<file path="src/sscacc_pkg.sv">
package sscacc_pkg;

  localparam int unsigned SqrtSteps = 33;
  localparam int unsigned DivSteps  = 62;
  localparam int unsigned SqrtCntW  = $clog2(SqrtSteps + 1);
  localparam int unsigned DivCntW   = $clog2(DivSteps + 1);
  localparam int unsigned QueueDepth = 2;
  localparam int unsigned QueuePtrW  = $clog2(QueueDepth);

  // 2.0 in Q16.16
  localparam logic [61:0] OverlapOffset = 62'd131072;

  typedef struct packed {
    logic [31:0] x;
    logic [31:0] y;
    logic [31:0] z;
    logic [30:0] radius;
    logic [30:0] rest;
    logic        last;
    logic        has_seg;
  } item_t;

  typedef enum logic [4:0] {
    B_IDLE,
    B_SQ,
    B_SQRTGO,
    B_SQRTW,
    B_RR,
    B_DIVGO,
    B_DIVW,
    B_OV,
    B_OVSQ,
    B_E,
    B_K1,
    B_K2,
    B_K3,
    B_K4,
    B_ACC,
    B_UPD,
    B_EMIT
  } bstate_e;

endpackage

</file>
<file path="src/sscacc_front.sv">
module sscacc_front import sscacc_pkg::*; (
  input  logic        clk_i,
  input  logic        rst_ni,
  input  logic        in_valid_i,
  output logic        in_stall_o,
  input  logic [31:0] point_x_i,
  input  logic [31:0] point_y_i,
  input  logic [31:0] point_z_i,
  input  logic [30:0] point_radius_i,
  input  logic [30:0] rest_length_i,
  input  logic        last_point_i,
  output logic        q_valid_o,
  output item_t       q_item_o,
  input  logic        q_pop_i
);

  item_t                 mem_q [QueueDepth];
  logic [QueuePtrW-1:0]  wptr_q, rptr_q;
  logic [QueuePtrW:0]    cnt_q;
  logic                  have_prev_q;
  logic                  push;
  item_t                 entry;

  assign in_stall_o = (cnt_q == (QueuePtrW + 1)'(QueueDepth));
  assign push       = in_valid_i && !in_stall_o;
  assign q_valid_o  = (cnt_q != '0);
  assign q_item_o   = mem_q[rptr_q];

  always_comb begin
    entry.x       = point_x_i;
    entry.y       = point_y_i;
    entry.z       = point_z_i;
    entry.radius  = (point_radius_i == '0) ? 31'd1 : point_radius_i;
    entry.rest    = rest_length_i;
    entry.last    = last_point_i;
    entry.has_seg = have_prev_q;
  end

  always_ff @(posedge clk_i) begin
    if (push) begin
      mem_q[wptr_q] <= entry;
    end
  end

  always_ff @(posedge clk_i or negedge rst_ni) begin
    if (!rst_ni) begin
      wptr_q      <= '0;
      rptr_q      <= '0;
      cnt_q       <= '0;
      have_prev_q <= 1'b0;
    end else begin
      if (push) begin
        wptr_q      <= wptr_q + 1'b1;
        have_prev_q <= !last_point_i;
      end
      if (q_pop_i) begin
        rptr_q <= rptr_q + 1'b1;
      end
      if (push && !q_pop_i) begin
        cnt_q <= cnt_q + 1'b1;
      end else if (!push && q_pop_i) begin
        cnt_q <= cnt_q - 1'b1;
      end
    end
  end

endmodule

</file>
<file path="config.mk">
export PLATFORM = sky130hd
export DESIGN_NAME = sscacc_front
export DESIGN_NICKNAME = d
export VERILOG_FILES = /design/src/sscacc_pkg.sv /design/src/sscacc_front.sv
export SDC_FILE = /design/constraint.sdc
export NUM_CORES = 1
export LEC_CHECK = 0
export BUFFER_PORTS_ARGS = -buffer_cell sky130_fd_sc_hd__buf_2
export CAP_MARGIN = 0
export CORE_MARGIN = 4
export CORE_UTILIZATION = 30
export DETAILED_ROUTE_END_ITERATION = 7
export PLACE_DENSITY_LB_ADDON = 0.25
export SLEW_MARGIN = 0
export SYNTH_ARGS = -nofsm -noshare
export SYNTH_HDL_FRONTEND = slang
export SYNTH_SLANG_ARGS = --single-unit
export TNS_END_PERCENT = 1
</file>
<file path="constraint.sdc">
create_clock -name clk_i -period 9 [get_ports clk_i]
set_input_delay 0.45 -clock clk_i [delete_from_list [all_inputs] [get_ports clk_i]]
set_output_delay 0.45 -clock clk_i [all_outputs]
set_load 0.03 [all_outputs]
</file>
==> results of run 1 <==
==> power breakdown <==
part / internal, uW / switching [uW]
clock network: 833 / 554
logic: 739 / 1270
registers: 2070 / 145
==> worst reg2reg max path, delay by kind of cell, from the launching register on <==
family / cells / cell delay [ns]
buffers and inverters: 2 / 1.16
DFF: 1 / 0.40
and+or+nand+nor: 3 / 0.71
==> cells in the final DEF, fill, tap and decap left out, drive strengths merged, types with 2 or more instances in the layout <==
master and instances:
buf 330, bufinv 2, clkbuf 49, clkinv 12, dfrtp 5, diode 2
edfxtp 320, inv 4, mux2 160, nand4 2, nor2 2, nor4 7
xnor2 2, xor2 3
==> cell families (layout without fill, tap and decap cells) <==
group | Yosys count | after routing
AOI/OAI and AO/OA | 1 | 1
DFF | 325 | 325
other | 0 | 2
xor gates and xnor gates | 5 | 5
muxes | 161 | 161
adders and majority gates | 1 | 1
and+or+nand+nor | 16 | 16
buffers and inverters | 52 | 399
==> metrics by stage <==
step | instance area, sq um | worst slack, ns
2_1_floorplan | 12300 | 1.02
3_3_place_gp | 14400 | 6.05
3_5_place_dp | 14400 | 6.04
4_1_cts | 15500 | 5.45
5_1_grt | 15500 | 5.36
6_report | 15500 | 5.45
==> cell usage after synthesis, drive strengths merged <==
| master | instances |
|---|---|
| dfrtp | 5 |
| xor2 | 3 |
| nor3 | 1 |
| mux2 | 160 |
| or2 | 1 |
| nand4 | 2 |
| xnor2 | 2 |
| edfxtp | 320 |
| nor4 | 7 |
| mux2i | 1 |
| and3 | 1 |
| nand2 | 1 |
| nand2b | 1 |
| inv | 4 |
| clkbuf | 30 |
| buf | 18 |
| ha | 1 |
| nor2 | 2 |
| o21bai | 1 |
==> layout make-up <==
| type | instances | area, sq um | share of cell area, % |
|---|---|---|---|
| Sequential cell | 325 | 9740 | 62.7 |
| Multi-Input combinational cell | 184 | 2320 | 14.9 |
| Timing Repair Buffer | 331 | 1690 | 10.9 |
| Clock buffer | 49 | 1000 | 6.44 |
| Tap cell | 525 | 657 | 4.23 |
| Clock inverter | 15 | 119 | 0.765 |
| Inverter | 4 | 15.0 | 0.0966 |
| Antenna cell | 2 | 5.00 | 0.0322 |
==> sequential cells by signal, indices dropped and copies added (netlist names) <==
signal / cells
mem_q: 320
cnt_q: 2
have_prev_q: 1
rptr_q: 1
wptr_q: 1
==> final timing paths <==
kind,depth (start not counted),start,slack [ns],endpoint
worst max-delay path,3,rptr_q$_DFFE_PN0P_,5.45,q_item_o[0]
worst max register to register,5,cnt_q[0]$_DFFE_PN0P_,6.32,mem_q[0][86]$_DFFE_PP_
max in group asynchronous,2,rst_ni,8.55,rptr_q$_DFFE_PN0P_
worst min register to register,0,have_prev_q$_DFFE_PN0N_,0.47,mem_q[1][0]$_DFFE_PP_
worst min-delay path,1,point_x_i[0],0.12,mem_q[0][128]$_DFFE_PP_
min in group asynchronous,2,rst_ni,0.28,have_prev_q$_DFFE_PN0N_
==> layer usage <==
layer / routed length [um] / up-vias / track usage [%]
li1: - / 2829 / -
met2: 13400 / 204 / 19.3
met3: 2000 / 53 / 3.89
met1: 11000 / 3098 / 14.2
met4: 731 / 6 / 4.67
met5: 41 / - / 0
==> results.py, run 1 <==
metrics = {
    "timing": {
        "period_needed_ns": 3.55,
        "skew_ns": 0.00859,
        "period_share_pct": 39.4,
        "grt_setup_unrepaired": "no",
        "tightest_slew_ns": 1.06,
        "slew_violations": 0,
        "slew_headroom_pct": 29.1,
        "finalSetupViolCount": 0,
        "timing.hold.ws_ns": 0.116,
        "hold_viol_final": 0,
        "setup_tns_ns": 0,
        "clock.fmax_mhz": 282,
    },
    "finish": {
        "finish.utilization_pct": 38.7,
        "fin_cells": 1435,
        "fillers": 3783,
        "nets": 1046,
        "synthToLayoutAreaGrowth_pct": 26.1,
        "drive_gt1_share_pct": 59.7,
    },
    "floorplanning": {
        "core_sq_mm": 0.0402,
        "die_area_sq_mm": 0.0444,
        "initial_core_util_pct": 30.7,
        "die_y_um": 211,
        "die_w_um": 211,
        "ioPinCount": 325,
        "num_rows": 73,
    },
    "global_routing": {
        "grt_pass1_vias": 6524,
        "grt_max_degree": 103,
        "grtUsageTotal_pct": 11.7,
        "antenna_found_initial": 7,
        "grt_pass1_wl_um": 39300,
        "grt_overflow": 0,
    },
    "logic_synthesis": {
        "yosys.area_share.simple_pct": 0.741,
        "synth_top_family_by_area": "multiplexers",
        "synth.distinct_cells": 21,
        "ys_ff_latch": 325,
        "yosys-mux-area-fraction_pct": 17.4,
        "syn_inst": 561,
        "syn_nets": 725,
        "synth_area_sq_mm": 0.0123,
        "synthXorXnorAreaFrac_pct": 0.355,
        "yosysWarnings": 0,
        "synthTopCellsByArea": "edfxtp_1 (78%), mux2_4 (11%), mux2_2 (6.4%), dfrtp_1 (1.0%), buf_6 (1.0%)",
        "avgSynthCellArea_sq_um": 22.0,
        "synth_compound_area_share_pct": 0.0609,
        "yosysSeqAreaShare_pct": 79.0,
        "synth_top_area_share_pct": 78.0,
        "synth_top_area_cell": "edfxtp_1",
        "synth-adder-area-share_pct": 0.102,
    },
    "clock_network": {
        "cts_buffer_depth": 3,
        "cts_tree": "yes",
        "postCtsSetupBuffers": 0,
        "clkTransAtPathRegs_ns": 0.06,
        "cts_resized": 0,
        "cts_max_level": 2,
        "cts.sinks": 325,
        "root_buffer": "clkbuf_16",
        "worstSkewPairLatency_ns": 0.52,
        "cts_buffers": 36,
        "hold_buffers": 1,
    },
    "placement": {
        "dp.cells": 1368,
        "port_buffers": 324,
        "finalWeightedCongestion": 0.722,
        "hpwl_um": 18300,
    },
    "setup_path": {
        "path_delay_family": "flip-flops",
        "cpPeakStageDelay_ns": 1.07,
        "cp_slowest_cell": "dfrtp_4",
        "cp_max_fo": 102,
        "crit_path_cell_trace": "buf_12 -> mux2_2 -> buf_2",
        "path_buf_inv": 2,
        "startpoint_type": "flop",
        "critical_path_class": "flop to primary output",
        "arrival_ns": 3.10,
        "end_kind": "primary output",
        "critPathRequiredTime_ns": 8.55,
    },
    "route": {
        "drt_wl_total_um": 27200,
        "firstDrtPassIters": 4,
        "post_drt_wl_per_cell_um": 18.9,
        "drc": 0,
        "drtAntennaViolNets": 0,
        "vias_per_cell": 4.31,
        "via_count": 6190,
        "drtIter0Drc": 271,
    },
    "power_and_ir_drop": {
        "p_leak_uw": 0.00598,
        "fin_total_pwr_uw": 5620,
        "ir_drop_mv": 0.263,
        "power.density_mw_per_mm2": 361,
    },
    "job": {
        "cap_viol_max_count": 0,
    },
    "outcome": {
        "status": "finished, final reports clean",
    },
    "worst_hold_path": {
        "hp-class": "primary input to flop",
    },
}
Note: power is estimated with default switching activity, not from simulation.
==> run 2: changes to the inputs <==
Settings changed: ABC_AREA set to 1.
Clock period 9 ns to 3 ns, I/O delays scaled along.
==> run 2 against run 1 <==
Non-clock buffer count is 167 higher. Clock power rose to 2.8 times the previous value. Highest routed layer is now met4. Synthesized area increased by 0.37%. Via count increased by 10%. Design area is 11% higher. Largest cell class unchanged. Synthesized cell count up 4.3%.
==> results.py, run 2 <==
metrics = {
    "finish": {
        "nets": 1238,
        "largest_reg_flops": 320,
        "finish.utilization_pct": 42.3,
        "layout_common_cells": "buf_2 (324), edfxtp_1 (320), dlygate4sd3_1 (163), mux2_4 (90), mux2_2 (70)",
        "regMostFlops": "mem_q",
        "drive_gt1_share_pct": 49.5,
        "reg_top3": "mem_q (320), cnt_q (2)",
        "layout_commonest_cell": "buf_2",
        "synthToLayoutAreaGrowth_pct": 39.5,
    },
    "placement": {
        "place_ws_ns": 1.04,
        "hpwl_um": 17300,
        "finalWeightedCongestion": 0.700,
        "port_buffers": 324,
    },
    "setup_path": {
        "cp_slowest_cell": "dfrtp_4",
        "rrSetupSlack_ns": 1.35,
        "crit_path_cell_trace": "buf_4 -> mux2_2 -> buf_2",
        "arrival_ns": 2.29,
        "end_kind": "primary output",
        "critPathRequiredTime_ns": 2.85,
        "startpoint_type": "flop",
        "cpPeakStageDelay_ns": 0.75,
        "critical_path_class": "flop to primary output",
        "path_delay_family": "flip-flops",
        "path_buf_inv": 2,
        "cp_max_fo": 29,
    },
    "clock_network": {
        "cts.sinks": 325,
        "postCtsSetupBuffers": 0,
        "clkTransAtPathRegs_ns": 0.06,
        "cts_buffer_depth": 3,
        "worstSkewPairLatency_ns": 0.52,
        "cts_max_level": 2,
        "cts_buffers": 37,
        "root_buffer": "clkbuf_16",
        "cts_tree": "yes",
    },
    "timing": {
        "slew_headroom_pct": 58.6,
        "slew_violations": 0,
        "clock.fmax_mhz": 410,
        "grt_setup_unrepaired": "no",
        "finalSetupViolCount": 0,
        "fin_ws_ns": 0.562,
        "timing.hold.ws_ns": 0.351,
        "skew_ns": 0.0144,
        "hold_viol_final": 0,
        "period_needed_ns": 2.44,
        "tightest_slew_ns": 0.621,
        "period_share_pct": 81.3,
    },
    "route": {
        "via_count": 6818,
        "drtIter0Drc": 296,
        "post_drt_wl_per_cell_um": 16.6,
        "firstDrtPassIters": 4,
        "wl_met3_um": 2010,
        "drt_wl_total_um": 27200,
        "top_layer": "met4",
        "drtAntennaViolNets": 0,
        "vias_per_cell": 4.18,
        "drc": 0,
        "wl_met2_um": 13100,
        "drt-met1-wl_um": 11300,
    },
    "floorplanning": {
        "die_y_um": 211,
        "die_area_sq_mm": 0.0445,
        "initial_core_util_pct": 30.3,
        "die_w_um": 211,
        "core_sq_mm": 0.0408,
        "num_rows": 74,
        "ioPinCount": 325,
    },
    "logic_synthesis": {
        "syn_nets": 749,
        "ys.flop_type": "edfxtp_1",
        "synth_edf_count": 320,
        "avgSynthCellArea_sq_um": 21.1,
        "post-synth-top-count-cell": "edfxtp_1",
        "synthXorXnorAreaFrac_pct": 0.212,
        "yosysSeqAreaShare_pct": 78.7,
        "synth_top_area_cell": "edfxtp_1",
        "yosys-mux-area-fraction_pct": 17.3,
        "yosysWarnings": 0,
        "ys_ff_latch": 325,
        "synth_area_sq_mm": 0.0124,
        "synth.distinct_cells": 15,
        "synth_compound_area_share_pct": 0.202,
        "yosys.area_share.simple_pct": 1.09,
        "syn_inst": 585,
        "synth_top_area_share_pct": 77.7,
        "synth-adder-area-share_pct": 0.101,
        "synthTopCellsByArea": "edfxtp_1 (78%), mux2_4 (11%), mux2_2 (6.4%), dfrtp_1 (1.0%), buf_6 (1.0%)",
        "ys_async_sr_fraction_pct": 1.54,
        "synth_top_family_by_area": "multiplexers",
        "post_synth_most_frequent_cells": "edfxtp_1 (320), mux2_4 (90), mux2_2 (70), clkbuf_1 (30), nor2_1 (24)",
    },
    "power_and_ir_drop": {
        "seq_power_share_pct": 38.7,
        "p_leak_uw": 0.00670,
        "p_switching_uw": 5970,
        "clkPwrFrac_pct": 23.5,
        "pwr-share-comb_pct": 37.8,
        "power.density_mw_per_mm2": 976,
        "p_int_uw": 10900,
        "ir_drop_mv": 0.685,
        "netSwitchingFraction_pct": 35.4,
    },
    "job": {
        "cap_viol_max_count": 0,
    },
    "global_routing": {
        "antenna_found_initial": 1,
        "grt_pass1_vias": 7369,
        "grt_overflow": 0,
        "grt_max_degree": 90,
        "grt_pass1_wl_um": 41200,
        "grtUsageTotal_pct": 11.8,
    },
    "worst_hold_path": {
        "hp-class": "primary input to flop",
    },
    "outcome": {
        "status": "finished, final reports clean",
    },
}
==> run 2: power groups by stage <==
stage               Sequential [uW]  Clock (uW)  Combinational [uW]
floorplan                      6520           0                4740
global placement               6590           0                6340
detailed placement             6620           0                6320
CTS                            6530        4110                6510
global route                   6610        4310                6740
finish                         6510        3950                6370
==> run 2: path summary, 6_finish.rpt <==
path	cells after the start	start	to
max	3	rptr_q$_DFFE_PN0P_	q_item_o[141]
max in group asynchronous	3	rst_ni	rptr_q$_DFFE_PN0P_
min reg2reg	0	have_prev_q$_DFFE_PN0N_	mem_q[0][0]$_DFFE_PP_
min	2	point_x_i[27]	mem_q[1][155]$_DFFE_PP_
min in group asynchronous	3	rst_ni	wptr_q$_DFFE_PN0N_
max reg2reg	4	cnt_q[1]$_DFFE_PN0P_	mem_q[0][66]$_DFFE_PP_
==> run 2: layout make-up <==
class                   instances  area (sq um)
inverters                       7          26.3
well taps                     532           666
clock inverters                16          77.6
fillers                      3699         23600
repair buffers                498          3410
multi-input cells             205          2360
flip-flops and latches        325          9740
diodes                          1          2.50
clock buffers                  49           971
==> run 2: kinds of logic after synthesis <==
| family | after synthesis |
|---|---|
| DFF | 325 |
| muxes | 160 |
| buffers and inverters | 55 |
| and+or+nand+nor | 36 |
| AOI/OAI and AO/OA | 5 |
| xor gates and xnor gates | 3 |
| adders and majority gates | 1 |
==> run 2: what timing repair did <==
action,CTS,global route
hold buffers,163,0
resized for setup,0,0
hold endpoints to repair,325,0
==> run 2: metal layers <==
metal  vias to the layer above  global-route usage [%]
li1                       3225                       -
met1                      3334                    14.4
met2                       210                    19.5
met3                        49                    3.74
met4                         0                    4.34
met5                         -                       0
==> run 2: metrics by stage <==
step,std cells,setup TNS [ns],cell area (sq um),total power (uW)
detailed placement,1404,0,14600,12900
global placement,1404,0,14600,12900
finish,1633,0,17300,16800
CTS,1632,0,17300,17200
floorplan,585,-107.81,12400,11300
global route,1632,0,17300,17700
==> run 3: changes to the inputs <==
Clock period 3 ns to 2 ns, I/O delays scaled along.
==> run 3 against run 2 <==
The flow now finishes with violations (setup timing). Combinational power increased by 96%. Count of clock-buffer cells in the layout decreased by 1. Sequential power increased by 48%. Largest power group is now combinational cells. Clock skew decreased by 0.0040 ns.
==> results.py, run 3 (synthesis gave the netlist of run 2 again) <==
metrics = {
    "clock_network": {
        "clkTransAtPathRegs_ns": 0.06,
        "worstSkewPairLatency_ns": 0.53,
        "root_buffer": "clkbuf_16",
        "cts_tree": "yes",
        "cts.sinks": 325,
        "cts_buffers": 37,
        "cts_max_level": 2,
        "cts_buffer_depth": 3,
    },
    "finish": {
        "nets": 1262,
        "layout_common_cells": "edfxtp_1 (320), buf_2 (177), dlygate4sd3_1 (163), buf_6 (139), mux2_4 (102)",
        "reg_top3": "mem_q (320), cnt_q (2)",
        "finish.utilization_pct": 45.8,
        "finalInstanceArea_sq_mm": 0.0187,
        "largest_reg_flops": 320,
        "regMostFlops": "mem_q",
        "drive_gt1_share_pct": 50.9,
        "layout_commonest_cell": "edfxtp_1",
        "synthToLayoutAreaGrowth_pct": 51.1,
    },
    "outcome": {
        "status": "finished, violations left",
        "violations": "setup timing",
    },
    "power_and_ir_drop": {
        "p_leak_uw": 0.00730,
        "ir_drop_mv": 1.12,
        "p_switching_uw": 9580,
        "pwr-share-comb_pct": 43.7,
        "clkPwrFrac_pct": 22.7,
        "seq_power_share_pct": 33.6,
        "p_int_uw": 19000,
        "netSwitchingFraction_pct": 33.5,
        "fin_total_pwr_uw": 28600,
        "power.density_mw_per_mm2": 1530,
    },
    "route": {
        "via_count": 6969,
        "firstDrtPassIters": 4,
        "post_drt_wl_per_cell_um": 17.2,
        "drt_wl_total_um": 28500,
        "drc": 0,
        "vias_per_cell": 4.20,
        "drtIter0Drc": 254,
        "drtAntennaViolNets": 0,
    },
    "timing": {
        "tightest_slew_ns": 0.497,
        "hold_viol_final": 0,
        "clock.fmax_mhz": 497,
        "slew_headroom_pct": 66.9,
        "period_needed_ns": 2.01,
        "period_share_pct": 101,
        "grt_setup_unrepaired": "yes",
        "fin_ws_ns": -0.0138,
        "skew_ns": 0.0103,
        "slew_violations": 0,
        "finalSetupViolCount": 9,
    },
    "global_routing": {
        "grt_max_degree": 76,
        "grt_overflow": 0,
        "antenna_found_initial": 1,
        "grtUsageTotal_pct": 12.4,
        "grt_pass1_wl_um": 42900,
        "grt_pass1_vias": 7611,
    },
    "floorplanning": {
        "die_area_sq_mm": 0.0445,
        "num_rows": 74,
        "die_w_um": 211,
        "die_y_um": 211,
        "initial_core_util_pct": 30.3,
        "ioPinCount": 325,
        "core_sq_mm": 0.0408,
    },
    "placement": {
        "port_buffers": 324,
        "hpwl_um": 17800,
        "place_area_sq_mm": 0.0147,
        "place_ws_ns": 0.368,
        "finalWeightedCongestion": 0.738,
    },
    "setup_path": {
        "critPathRequiredTime_ns": 1.90,
        "critical_path_class": "flop to primary output",
        "arrival_ns": 1.91,
        "reg2regPathDepth": 6,
        "end_kind": "primary output",
        "cp_max_fo": 10,
        "startpoint_type": "flop",
    },
    "worst_hold_path": {
        "holdPathStages": 2,
        "hp-class": "primary input to flop",
    },
    "job": {
        "cap_viol_max_count": 0,
    },
}
-- run 3: changes by cell type in the layout (fill, tap and decap cells not counted) --
cell       before  now
buf_2         324  177
buf_6           0  139
buf_4           5   24
mux2_2         70   58
mux2_4         90  102
buf_16          0    6
buf_12          6   10
bufinv_16       0    3
clkbuf_1       12    9
clkbuf_16      37   40
buf_8           0    1
clkbuf_4        0    1
clkinv_1        9    8
-- run 3: worst max-delay path, stage by stage, from the launching register on --
cell and delay [ns]:
dfrtp_4 0.51, buf_4 0.15, buf_6 0.12, buf_16 0.15, mux2_4 0.31, buf_6 0.14
-- run 3: routing by layer --
metal	part of all wire [%]	vias up	routed length, um	global-route usage [%]
met2	49	225	14100	20.5
li1	-	3273	-	-
met3	7.6	47	2160	3.95
met4	2.6	0	741	4.69
met5	0	-	0	0
met1	41	3424	11500	15.2
-- run 3: layout make-up --
| cell class | count | area [sq um] |
|---|---|---|
| clock buffer | 48 | 1010 |
| sequential | 325 | 9740 |
| multi-input combinational | 205 | 2410 |
| inverter | 7 | 26.3 |
| fill | 3516 | 22100 |
| timing repair buffer | 522 | 4680 |
| tap | 532 | 666 |
| clock inverter | 18 | 164 |
| antenna | 1 | 2.50 |
-- run 3: power groups by stage --
stage / clock network, uW / registers (uW) / logic [uW]
after floorplan: 0 / 9780 / 7120
after global placement: 0 / 9730 / 9930
after detailed placement: 0 / 9770 / 9950
after CTS: 6740 / 9640 / 12500
after global routing: 7040 / 9760 / 13100
final: 6490 / 9630 / 12500
-- run 3: stage by stage --
step                      hold WS, ns  cells  setup TNS [ns]
after global routing            0.270   1658           -2.50
final                           0.294   1658         -0.0416
after global placement        -0.0736   1417               0
after floorplan                -0.196    585         -428.81
after CTS                       0.239   1656           -2.01
after detailed placement      -0.0704   1417               0
-- run 3: final timing paths --
path,slack (ns),start,to
hold reg to reg,0.48,have_prev_q$_DFFE_PN0N_,mem_q[1][0]$_DFFE_PP_
setup reg to reg,0.34,cnt_q[0]$_DFFE_PN0P_,cnt_q[1]$_DFFE_PN0P_
hold / removal,0.29,rest_length_i[14],mem_q[0][16]$_DFFE_PP_
min in group asynchronous,0.51,rst_ni,cnt_q[1]$_DFFE_PN0P_
setup / recovery,-0.01,rptr_q$_DFFE_PN0P_,q_item_o[73]
max in group asynchronous,1.24,rst_ni,rptr_q$_DFFE_PN0P_
-- run 3: what timing repair did --
action / 4_1_cts / 5_1_grt
resized for setup: 287 / 22
buffers inserted: 6 / 1
hold endpoints to repair: 327 / 0
endpoints found under the setup margin: 122 / 138
cloned: 4 / 1
hold buffers: 163 / 0
